`src/rtl/apic_tmr_pkg.sv`:
```
`timescale 1ns / 1ps

package apic_tmr_pkg;

  localparam int TMR_COUNT_BITS = 32;

  localparam int IN_DATA_W  = 48;
  localparam int IN_USER_W  = 2;
  localparam int OUT_DATA_W = 48;

  typedef enum logic [1:0] {
    FUNC_TICK  = 2'd0,
    FUNC_WRITE = 2'd1,
    FUNC_READ  = 2'd2
  } func_t;

  // register byte offsets
  localparam logic [9:0] OFS_EOI  = 10'h0B0;
  localparam logic [9:0] OFS_SPUR = 10'h0F0;
  localparam logic [9:0] OFS_TLVT = 10'h320;
  localparam logic [9:0] OFS_ELVT = 10'h370;
  localparam logic [9:0] OFS_INIT = 10'h380;
  localparam logic [9:0] OFS_CUR  = 10'h390;
  localparam logic [9:0] OFS_DIV  = 10'h3E0;

  localparam logic [3:0]  DIV_MASK      = 4'b1011;
  localparam logic [8:0]  SPUR_RESET    = 9'h0FF;
  localparam int          LVT_MASK_BIT  = 16;
  localparam int          LVT_PER_BIT   = 17;
  localparam int          SPUR_EN_BIT   = 8;

  typedef struct packed {
    logic [1:0]  func;
    logic [9:0]  reg_offset;
    logic [31:0] write_data;
  } item_t;

  typedef struct packed {
    logic [31:0] read_data;
    logic        timer_fire;
    logic [7:0]  fire_vector;
  } result_t;

  // ticks per count period; code 4'b1011 divides by one
  function automatic logic [7:0] div_ratio(input logic [3:0] code);
    logic [2:0] c;
    c = {code[3], code[1:0]};
    if (c == 3'd7) begin
      return 8'd1;
    end
    return 8'd2 << c;
  endfunction

endpackage

```
`src/rtl/apic_timer_countdown.sv`:
```
`timescale 1ns / 1ps

// Channel  Ports           tdata (low bit up)                         tuser
// in       in_t*   (48b)   reg_offset[9:0], write_data[41:10], zeros    func[1:0]
// out      out_t*  (48b)   read_data[31:0], timer_fire[32],            -
//                          fire_vector[40:33], zeros
//
// One word per cycle sustained while the output is not stalled. A word is captured in the input register,
// then the register file and countdown update and the result register loads.
// out_tvalid rises when the result register loads.
// rst_n (synchronous) restores the reset register values and empties both stages.
// A stalled output holds the result; the input stage still drains into it when
// it empties in the same cycle.

module apic_timer_countdown #(
  parameter int COUNT_BITS = apic_tmr_pkg::TMR_COUNT_BITS
) (
  input  logic                               clk,
  input  logic                               rst_n,
  input  logic                               in_tvalid,
  output logic                               in_tready,
  input  logic [apic_tmr_pkg::IN_DATA_W-1:0] in_tdata,  // reg_offset, write_data
  input  logic [apic_tmr_pkg::IN_USER_W-1:0] in_tuser,  // func
  output logic                               out_tvalid,
  input  logic                               out_tready,
  output logic [apic_tmr_pkg::OUT_DATA_W-1:0] out_tdata // read_data, timer_fire, fire_vector
);

  logic                  in_vld_r;
  apic_tmr_pkg::item_t   in_item_r;
  logic                  out_vld_r;
  apic_tmr_pkg::result_t out_res_r;
  apic_tmr_pkg::result_t res;
  logic                  advance;

  assign advance   = in_vld_r && (!out_vld_r || out_tready);
  assign in_tready = !in_vld_r || advance;

  always_ff @(posedge clk) begin
    if (!rst_n) begin
      in_vld_r <= 1'b0;
    end else if (in_tready) begin
      in_vld_r <= in_tvalid;
    end
  end

  always_ff @(posedge clk) begin
    if (in_tready && in_tvalid) begin
      in_item_r.func       <= in_tuser;
      in_item_r.reg_offset <= in_tdata[9:0];
      in_item_r.write_data <= in_tdata[41:10];
    end
  end

  apic_tmr_core #(
    .COUNT_BITS(COUNT_BITS)
  ) u_core (
    .clk    (clk),
    .rst_n  (rst_n),
    .step   (advance),
    .item   (in_item_r),
    .result (res)
  );

  always_ff @(posedge clk) begin
    if (!rst_n) begin
      out_vld_r <= 1'b0;
    end else if (advance) begin
      out_vld_r <= 1'b1;
    end else if (out_tready) begin
      out_vld_r <= 1'b0;
    end
  end

  always_ff @(posedge clk) begin
    if (advance) begin
      out_res_r <= res;
    end
  end

  assign out_tvalid = out_vld_r;
  assign out_tdata  = {7'd0, out_res_r.fire_vector, out_res_r.timer_fire,
                       out_res_r.read_data};

endmodule

```
`src/rtl/apic_tmr_core.sv`:
```
`timescale 1ns / 1ps

module apic_tmr_core #(
  parameter int COUNT_BITS = apic_tmr_pkg::TMR_COUNT_BITS
) (
  input  logic                  clk,
  input  logic                  rst_n,
  input  logic                  step,
  input  apic_tmr_pkg::item_t   item,
  output apic_tmr_pkg::result_t result
);

  logic [3:0]            divide_code_r, divide_code_nxt;
  logic [7:0]            tlvt_vec_r, tlvt_vec_nxt;
  logic                  tlvt_mask_r, tlvt_mask_nxt;
  logic                  tlvt_per_r, tlvt_per_nxt;
  logic [COUNT_BITS-1:0] initial_count_r, initial_count_nxt;
  logic [COUNT_BITS-1:0] current_count_r, current_count_nxt;
  logic [6:0]            prescaler_r, prescaler_nxt;
  logic [8:0]            spurious_r, spurious_nxt;
  logic [7:0]            elvt_vec_r, elvt_vec_nxt;
  logic                  elvt_mask_r, elvt_mask_nxt;
  logic                  in_service_r, in_service_nxt;

  logic [7:0]            pre_inc;
  logic                  period_done;
  logic [COUNT_BITS-1:0] count_dec;

  assign pre_inc     = {1'b0, prescaler_r} + 8'd1;
  assign period_done = pre_inc >= apic_tmr_pkg::div_ratio(divide_code_r);
  assign count_dec   = current_count_r - {{(COUNT_BITS-1){1'b0}}, 1'b1};

  always_comb begin
    divide_code_nxt   = divide_code_r;
    tlvt_vec_nxt      = tlvt_vec_r;
    tlvt_mask_nxt     = tlvt_mask_r;
    tlvt_per_nxt      = tlvt_per_r;
    initial_count_nxt = initial_count_r;
    current_count_nxt = current_count_r;
    prescaler_nxt     = prescaler_r;
    spurious_nxt      = spurious_r;
    elvt_vec_nxt      = elvt_vec_r;
    elvt_mask_nxt     = elvt_mask_r;
    in_service_nxt    = in_service_r;
    result            = '0;
    unique case (apic_tmr_pkg::func_t'(item.func))
      apic_tmr_pkg::FUNC_TICK: begin
        prescaler_nxt = period_done ? 7'd0 : pre_inc[6:0];
        if (period_done && (current_count_r != '0)) begin
          current_count_nxt = count_dec;
          if (count_dec == '0) begin
            if (!tlvt_mask_r && spurious_r[apic_tmr_pkg::SPUR_EN_BIT]) begin
              result.timer_fire  = 1'b1;
              result.fire_vector = tlvt_vec_r;
              in_service_nxt     = 1'b1;
            end
            // periodic mode: reload
            if (tlvt_per_r) begin
              current_count_nxt = initial_count_r;
            end
          end
        end
      end
      apic_tmr_pkg::FUNC_WRITE: begin
        unique case (item.reg_offset)
          apic_tmr_pkg::OFS_EOI:  in_service_nxt = 1'b0;
          apic_tmr_pkg::OFS_SPUR: spurious_nxt = item.write_data[8:0];
          apic_tmr_pkg::OFS_TLVT: begin
            tlvt_vec_nxt  = item.write_data[7:0];
            tlvt_mask_nxt = item.write_data[apic_tmr_pkg::LVT_MASK_BIT];
            tlvt_per_nxt  = item.write_data[apic_tmr_pkg::LVT_PER_BIT];
          end
          apic_tmr_pkg::OFS_ELVT: begin
            elvt_vec_nxt  = item.write_data[7:0];
            elvt_mask_nxt = item.write_data[apic_tmr_pkg::LVT_MASK_BIT];
          end
          apic_tmr_pkg::OFS_INIT: begin
            initial_count_nxt = item.write_data[COUNT_BITS-1:0];
            current_count_nxt = item.write_data[COUNT_BITS-1:0];
            prescaler_nxt     = 7'd0;
          end
          apic_tmr_pkg::OFS_DIV:
            divide_code_nxt = item.write_data[3:0] & apic_tmr_pkg::DIV_MASK;
          default: ;
        endcase
      end
      apic_tmr_pkg::FUNC_READ: begin
        unique case (item.reg_offset)
          apic_tmr_pkg::OFS_SPUR: result.read_data = {23'd0, spurious_r};
          apic_tmr_pkg::OFS_TLVT:
            result.read_data = {14'd0, tlvt_per_r, tlvt_mask_r, 8'd0, tlvt_vec_r};
          apic_tmr_pkg::OFS_ELVT:
            result.read_data = {15'd0, elvt_mask_r, 8'd0, elvt_vec_r};
          apic_tmr_pkg::OFS_INIT: result.read_data = 32'(initial_count_r);
          apic_tmr_pkg::OFS_CUR:  result.read_data = 32'(current_count_r);
          apic_tmr_pkg::OFS_DIV:  result.read_data = {28'd0, divide_code_r};
          default: ;
        endcase
      end
      default: ;
    endcase
  end

  always_ff @(posedge clk) begin
    if (!rst_n) begin
      divide_code_r   <= 4'd0;
      tlvt_vec_r      <= 8'd0;
      tlvt_mask_r     <= 1'b1;
      tlvt_per_r      <= 1'b0;
      initial_count_r <= '0;
      current_count_r <= '0;
      prescaler_r     <= 7'd0;
      spurious_r      <= apic_tmr_pkg::SPUR_RESET;
      elvt_vec_r      <= 8'd0;
      elvt_mask_r     <= 1'b1;
      in_service_r    <= 1'b0;
    end else if (step) begin
      divide_code_r   <= divide_code_nxt;
      tlvt_vec_r      <= tlvt_vec_nxt;
      tlvt_mask_r     <= tlvt_mask_nxt;
      tlvt_per_r      <= tlvt_per_nxt;
      initial_count_r <= initial_count_nxt;
      current_count_r <= current_count_nxt;
      prescaler_r     <= prescaler_nxt;
      spurious_r      <= spurious_nxt;
      elvt_vec_r      <= elvt_vec_nxt;
      elvt_mask_r     <= elvt_mask_nxt;
      in_service_r    <= in_service_nxt;
    end
  end

endmodule

```
`config.mk`:
```
export PLATFORM = sky130hd
export DESIGN_NAME = apic_timer_countdown
export DESIGN_NICKNAME = d
export VERILOG_FILES = /design/src/rtl/apic_tmr_pkg.sv /design/src/rtl/apic_timer_countdown.sv /design/src/rtl/apic_tmr_core.sv
export SDC_FILE = /design/constraint.sdc
export NUM_CORES = 1
export LEC_CHECK = 0
export BUFFER_PORTS_ARGS = -buffer_cell sky130_fd_sc_hd__buf_2
export CAP_MARGIN = 25
export CELL_PAD_IN_SITES_DETAIL_PLACEMENT = 1
export CELL_PAD_IN_SITES_GLOBAL_PLACEMENT = 2
export CORE_MARGIN = 1
export CORE_UTILIZATION = 40
export DETAILED_ROUTE_END_ITERATION = 12
export PLACE_DENSITY = 0.92
export SLEW_MARGIN = 20
export SYNTH_ARGS = -nofsm -noshare
export SYNTH_HDL_FRONTEND = slang
export SYNTH_SLANG_ARGS = --single-unit
export TNS_END_PERCENT = 50
```
`constraint.sdc`:
```
create_clock -name clk -period 5.9 [get_ports clk]
set_input_delay 0.295 -clock clk [delete_from_list [all_inputs] [get_ports clk]]
set_output_delay 0.295 -clock clk [all_outputs]
set_load 0.01 [all_outputs]
```
== Yosys cells after proc, flatten, opt, wreduce, memory -nomap -nowiden ==
Index checks and enable logic that the tools add are counted.
Word-level totals
  register bits: 189
  word-level logic and storage cells: 71
  output and inout bits: 50
Cells by class
  magnitude comparators: 1
  eq/ne operators: 11
  reductions and logical operators: 23
  add/subtract/negate cells: 2
  muxes and demuxes: 15
  shifts and indexed selects: 1
Operator list (count)
  32-bit one-hot mux with 6 select lines: 1
  32-bit 2-to-1 mux: 4
  32-bit one-hot mux with 2 select lines: 1
  10-bit == test, second input constant: 5
  32-bit logical NOT: 1
  32-bit nonzero test: 1
  32-bit by 1-bit subtractor with 32-bit output, second input constant: 1
  3-bit AND reduction: 7
  8-bit 2-to-1 mux: 2
  7-bit 2-to-1 mux: 2
  7-bit one-hot mux with 2 select lines: 1
  10-bit by 8-bit == test with 1-bit output, second input constant: 1
  9-bit 2-to-1 mux: 1
  7-bit by 1-bit adder with 8-bit output, second input constant: 1
  8-bit greater-or-equal comparator: 1
  4-bit AND reduction: 2
  2-bit by 3-bit << shifter with 8-bit output, first input constant: 1
  1-bit logical AND: 4
  2-bit by 1-bit != test with 1-bit output, second input constant: 2
  2-bit nonzero test: 2
  3-bit == test, second input constant: 1
  1-bit logical NOT: 3
  1-bit 2-to-1 mux: 3
  2-bit by 1-bit == test with 1-bit output, second input constant: 1
  other kinds (3): 4

== Logic depth before layout (Yosys ltp) ==
  depth in word-level cells: 7
  depth in mapped cells: 15
  gate-level depth less buffers: 13

== Modules after synthesis ==
Synthesis repeated with hierarchy kept, for this count alone.
Unflattened totals
  cells, all modules: 982
  area, all modules: 9302.7 µm²
Modules (own cells, without submodules)
  apic_tmr_core: cells each 880, area each 6590.1 µm², times used 1
  apic_timer_countdown: cells each 102, area each 2712.6 µm², times used 1

== Least setup slack after synthesis ==
Ideal clock, no wire load.
  kind: register to register
  start point: register u_core.current_count_r[19]
  end point: register u_core.current_count_r[26]
  arrival time: 3.024 ns
  setup slack: 2.800 ns
  clock period less this slack: 3.100 ns
  cell stages (with the launch flop): 11
  data required time: 5.824 ns
  buffers on the path: 2
  library setup time: 0.076 ns
  cells stage by stage: dfxtp_1 buf_4 or4_4 or3_4 or4_1 xor2_1 o21ai_2 nor4_4 buf_6 a211oi_2 o22ai_1
On the way
  word-level cells in the longest chain between the ends: 5
  elaborated cells between the ends (all ways): 10
  classes of those cells: add/sub (1); eq/ne (1); mux (4); reduce/logical (4)
Ends and longest elaborated chain
  start, declared: RTL line apic_tmr_core.sv:18  | logic [COUNT_BITS-1:0] current_count_r, current_count_nxt;
  start signal, assigned: RTL line apic_tmr_core.sv:123  | current_count_r <= current_count_nxt;
  32-bit by 1-bit subtractor with 32-bit output: RTL line apic_tmr_core.sv:31  | assign count_dec = current_count_r - {{(COUNT_BITS-1){1'b0}}, 1'b1};
  32-bit logical NOT / 32-bit 2-to-1 mux (equally long branches): RTL line apic_tmr_core.sv:51, apic_tmr_core.sv:58
  32-bit 2-to-1 mux: RTL line apic_tmr_core.sv:51  | if (count_dec == '0) begin
  32-bit 2-to-1 mux: RTL line apic_tmr_core.sv:49  | if (period_done && (current_count_r != '0)) begin
  32-bit one-hot mux with 2 select lines: RTL line apic_tmr_core.sv:46  | unique case (apic_tmr_pkg::func_t'(item.func))
Several ways; a longest one is shown, not always the timed one. The select of a mux whose other input is x is not followed.
A chain may end at the register's enable or synchronous reset.

== Final worst setup path ==
  start point: register u_core.current_count_r[0]
  end point: register u_core.current_count_r[0]
Same word-level chain as after synthesis.

==> reports/metrics.yaml <==
status:
  status: "completed"
worst_setup_path:
  crit_arrival_ns: 4.42
  criticalPathCategory: "reg2reg"
  worst-path-max-fanout: 21
  end_kind: "flop"
  cp_data_required_time_ns: 6.21
  crit_path_start_kind: "flop"
die:
  rows: 53
  die_w_um: 150
  coreArea_sq_um: 21200
  io-pin-count: 104
  fp.dieH_um: 150
  initial_core_util_pct: 41.1
  die_area_sq_um: 22400
sta:
  final.period_utilization_pct: 69.6
  finalHoldViolations: 0
  tns_ns: 0
  worst_pin_slew_ns: 1.08
  setup_violations: 0
  slew_violations: 0
  max_freq_ghz: 0.243
  hold_ws_ns: 0.0232
  period_needed_ns: 4.11
  finalWorstSetupSlack_ns: 1.79
  finClkSkew_ns: 0.0108
  rsz0062_at_grt: "no"
  slew-limit-headroom_pct: 27.1
placement:
  dp_hpwl_um: 15900
  port_buffers: 90
  gp_congestion: 0.831
  dp_slack_ns: 1.83
  placed_cells: 1185
cts:
  clkSinkCount: 189
  cts-buffers-inserted: 17
  clock_latency_ns: 0.44
  root_buffer: "clkbuf_16"
  ctsResizeCount: 0
  clk_pin_slew_ns: 0.07
  h-tree-depth: 4
  cts_tree: "yes"
  cts_buffer_depth: 2
  ctsHoldBuffers: 0
  post_cts_buffers: 0
grt:
  grt_overflow_total: 0
  grt_pass1_vias: 6996
  grt_pass1_wl_um: 38100
  grt_usage_pct: 22.1
  grt_start_max_net_pins: 106
  antenna_found_initial: 0
final_layout:
  fin_nets: 996
  fin_cells: 1218
  antenna_cells: 0
  drive_gt1_share_pct: 16.2
  area_growth_pct: 13.6
drt:
  via_count: 6989
  wl_per_cell_um: 19.6
  ant_nets: 0
  routed_via_density: 5.74
  wl_um: 23800
  drc: 0
  firstDrtPassIters: 6
  drtIter0Drc: 501
power_and_ir_drop:
  leakagePower_nw: 3.51
  vdd_drop_max_mv: 0.194
  power.density_nw_per_um2: 279
worst_hold_path:
  min_path_type: "in2reg"
yosys:
  synth-seq-cells: 189
  avgSynthCellArea_sq_um: 9.99
  mappedNetlistArea_sq_um: 8720
  synthArstFlopShare_pct: 0
  synth_edf_count: 85
  synth_ff_type: "dfxtp_1"
  seq_area_frac_synth_pct: 53.1
  synth_warnings: 0
  synthCells: 873
  netlist-cell-type-count: 61
flow_run:
  maxCapViolCount: 0
[critical path: stages (launching register included)]
cell and delay (ns):
dfxtp_1 0.40, inv_1 0.13, ha_1 0.19, nor3b_1 0.47
nand2_1 0.33, or4_1 0.51, xor2_1 0.26, o21ai_2 0.13
nor4_4 0.79, buf_4 0.41, nor2_1 0.09, a221oi_2 0.18
a21oi_1 0.09
[synthesized netlist by cell type (all sizes together) (2+ instances only)]
| cell type | instances | area [sq um] |
|---|---|---|
| a21oi | 14 | 70.1 |
| nand4 | 5 | 31.3 |
| mux2i | 3 | 30.0 |
| nor3b | 6 | 45.0 |
| clkbuf | 53 | 200 |
| a222oi | 8 | 80.1 |
| and3 | 7 | 43.8 |
| buf | 17 | 139 |
| a22oi | 37 | 278 |
| nor2b | 13 | 81.3 |
| nor4 | 15 | 121 |
| a21boi | 50 | 375 |
| dfxtp | 104 | 2080 |
| nand4b | 3 | 26.3 |
| nand2b | 5 | 31.3 |
| a31oi | 15 | 93.8 |
| nor3 | 15 | 91.3 |
| or3b | 3 | 26.3 |
| o21ai | 14 | 73.8 |
| or3 | 5 | 36.3 |
| xor2 | 20 | 175 |
| and2 | 17 | 106 |
| nor4b | 5 | 43.8 |
| or4 | 9 | 78.8 |
| nand3b | 3 | 22.5 |
| xnor2 | 11 | 96.3 |
| o31ai | 2 | 15.0 |
| nor2 | 66 | 248 |
| inv | 6 | 22.5 |
| a211oi | 21 | 163 |
| ha | 12 | 150 |
| o21a | 5 | 37.5 |
| edfxtp | 85 | 2550 |
| nand3 | 22 | 110 |
| o211ai | 2 | 15.0 |
| nand2 | 155 | 582 |
| o221ai | 30 | 263 |
[through the flow]
step                power (mW)  util (%)  area (sq um)
floorplan                 1.61         -          8740
global placement          1.69      43.8          9290
detailed placement        1.69      44.0          9330
CTS                       2.79      46.6          9880
global route              2.87      46.7          9910
finish                    2.77      46.7          9910
[power breakdown]
group	leakage, nW	internal [mW]	switching, mW
Combinational	1.57	0.0902	0.143
Clock	0.262	0.592	0.509
Sequential	1.67	1.40	0.0302
[metal layers]
metal / part of all wire (%) / global-route usage [%] / up-vias
met4: 1.5 / 6.57 / 0
met1: 47 / 30.2 / 3465
met3: 4.0 / 3.57 / 29
met5: 0 / 0 / -
li1: - / - / 3301
met2: 47 / 35.9 / 194
[cell type report]
type                            instances  area (sq um)
Clock inverter                         11          97.6
Tap cell                              275           344
Timing Repair Buffer                  102           578
Sequential cell                       189          4630
Multi-Input combinational cell        614          3780
Fill cell                            2439         11300
Inverter                                6          22.5
Clock buffer                           21           450
[cells by family after synthesis]
kind of cell | synth area share [%]
AOI/OAI and AO/OA | 17.5
xor gates and xnor gates | 3.11
adders and majority gates | 1.72
buffers and inverters | 4.15
DFF | 53.1
muxes | 0.344
other | 0.0430
and+or+nand+nor | 20.0
[final timing paths]
path | from | end | slack, ns | cells past startpoint
min reg2reg | u_core.elvt_vec_r[3] | u_core.elvt_vec_r[3] | 0.47 | 2
min | in_tdata[38] | in_item_r[28] | 0.02 | 1
max reg2reg | u_core.current_count_r[0] | u_core.current_count_r[0] | 1.79 | 12
max | u_core.current_count_r[0] | u_core.current_count_r[0] | 1.79 | 12
[state kept, by name, indices dropped and copies added, names as in the netlist]
register	cells
u_core.tlvt_mask_r	1
u_core.divide_code_r	3
u_core.tlvt_per_r	1
u_core.tlvt_vec_r	8
u_core.initial_count_r	32
out_tvalid	1
u_core.elvt_mask_r	1
in_vld_r	1
u_core.prescaler_r	7
u_core.current_count_r	32
u_core.elvt_vec_r	8
out_tdata	41
u_core.spurious_r	9
in_item_r	44
[cells in the final DEF, fill, tap and decap left out, types with 6 or more instances in the layout]
master	synthesis	layout
a211oi_1	20	20
o21ai_0	12	12
dfxtp_1	104	104
buf_4	9	8
nor2b_1	13	13
nor4_1	12	10
nand2_1	155	155
or4_1	6	6
a21oi_1	14	14
buf_2	3	91
o221ai_1	30	30
xor2_1	20	20
conb_1	1	7
nand3_1	22	22
nor3_1	13	12
and3_1	7	7
a31oi_1	15	15
xnor2_1	11	11
a21boi_0	50	50
a222oi_1	8	8
ha_1	12	12
a22oi_1	37	37
clkbuf_16	0	17
and2_1	16	15
nor3b_1	6	6
edfxtp_1	85	85
nor2_1	66	66
Power figures use the tool's default switching activity.
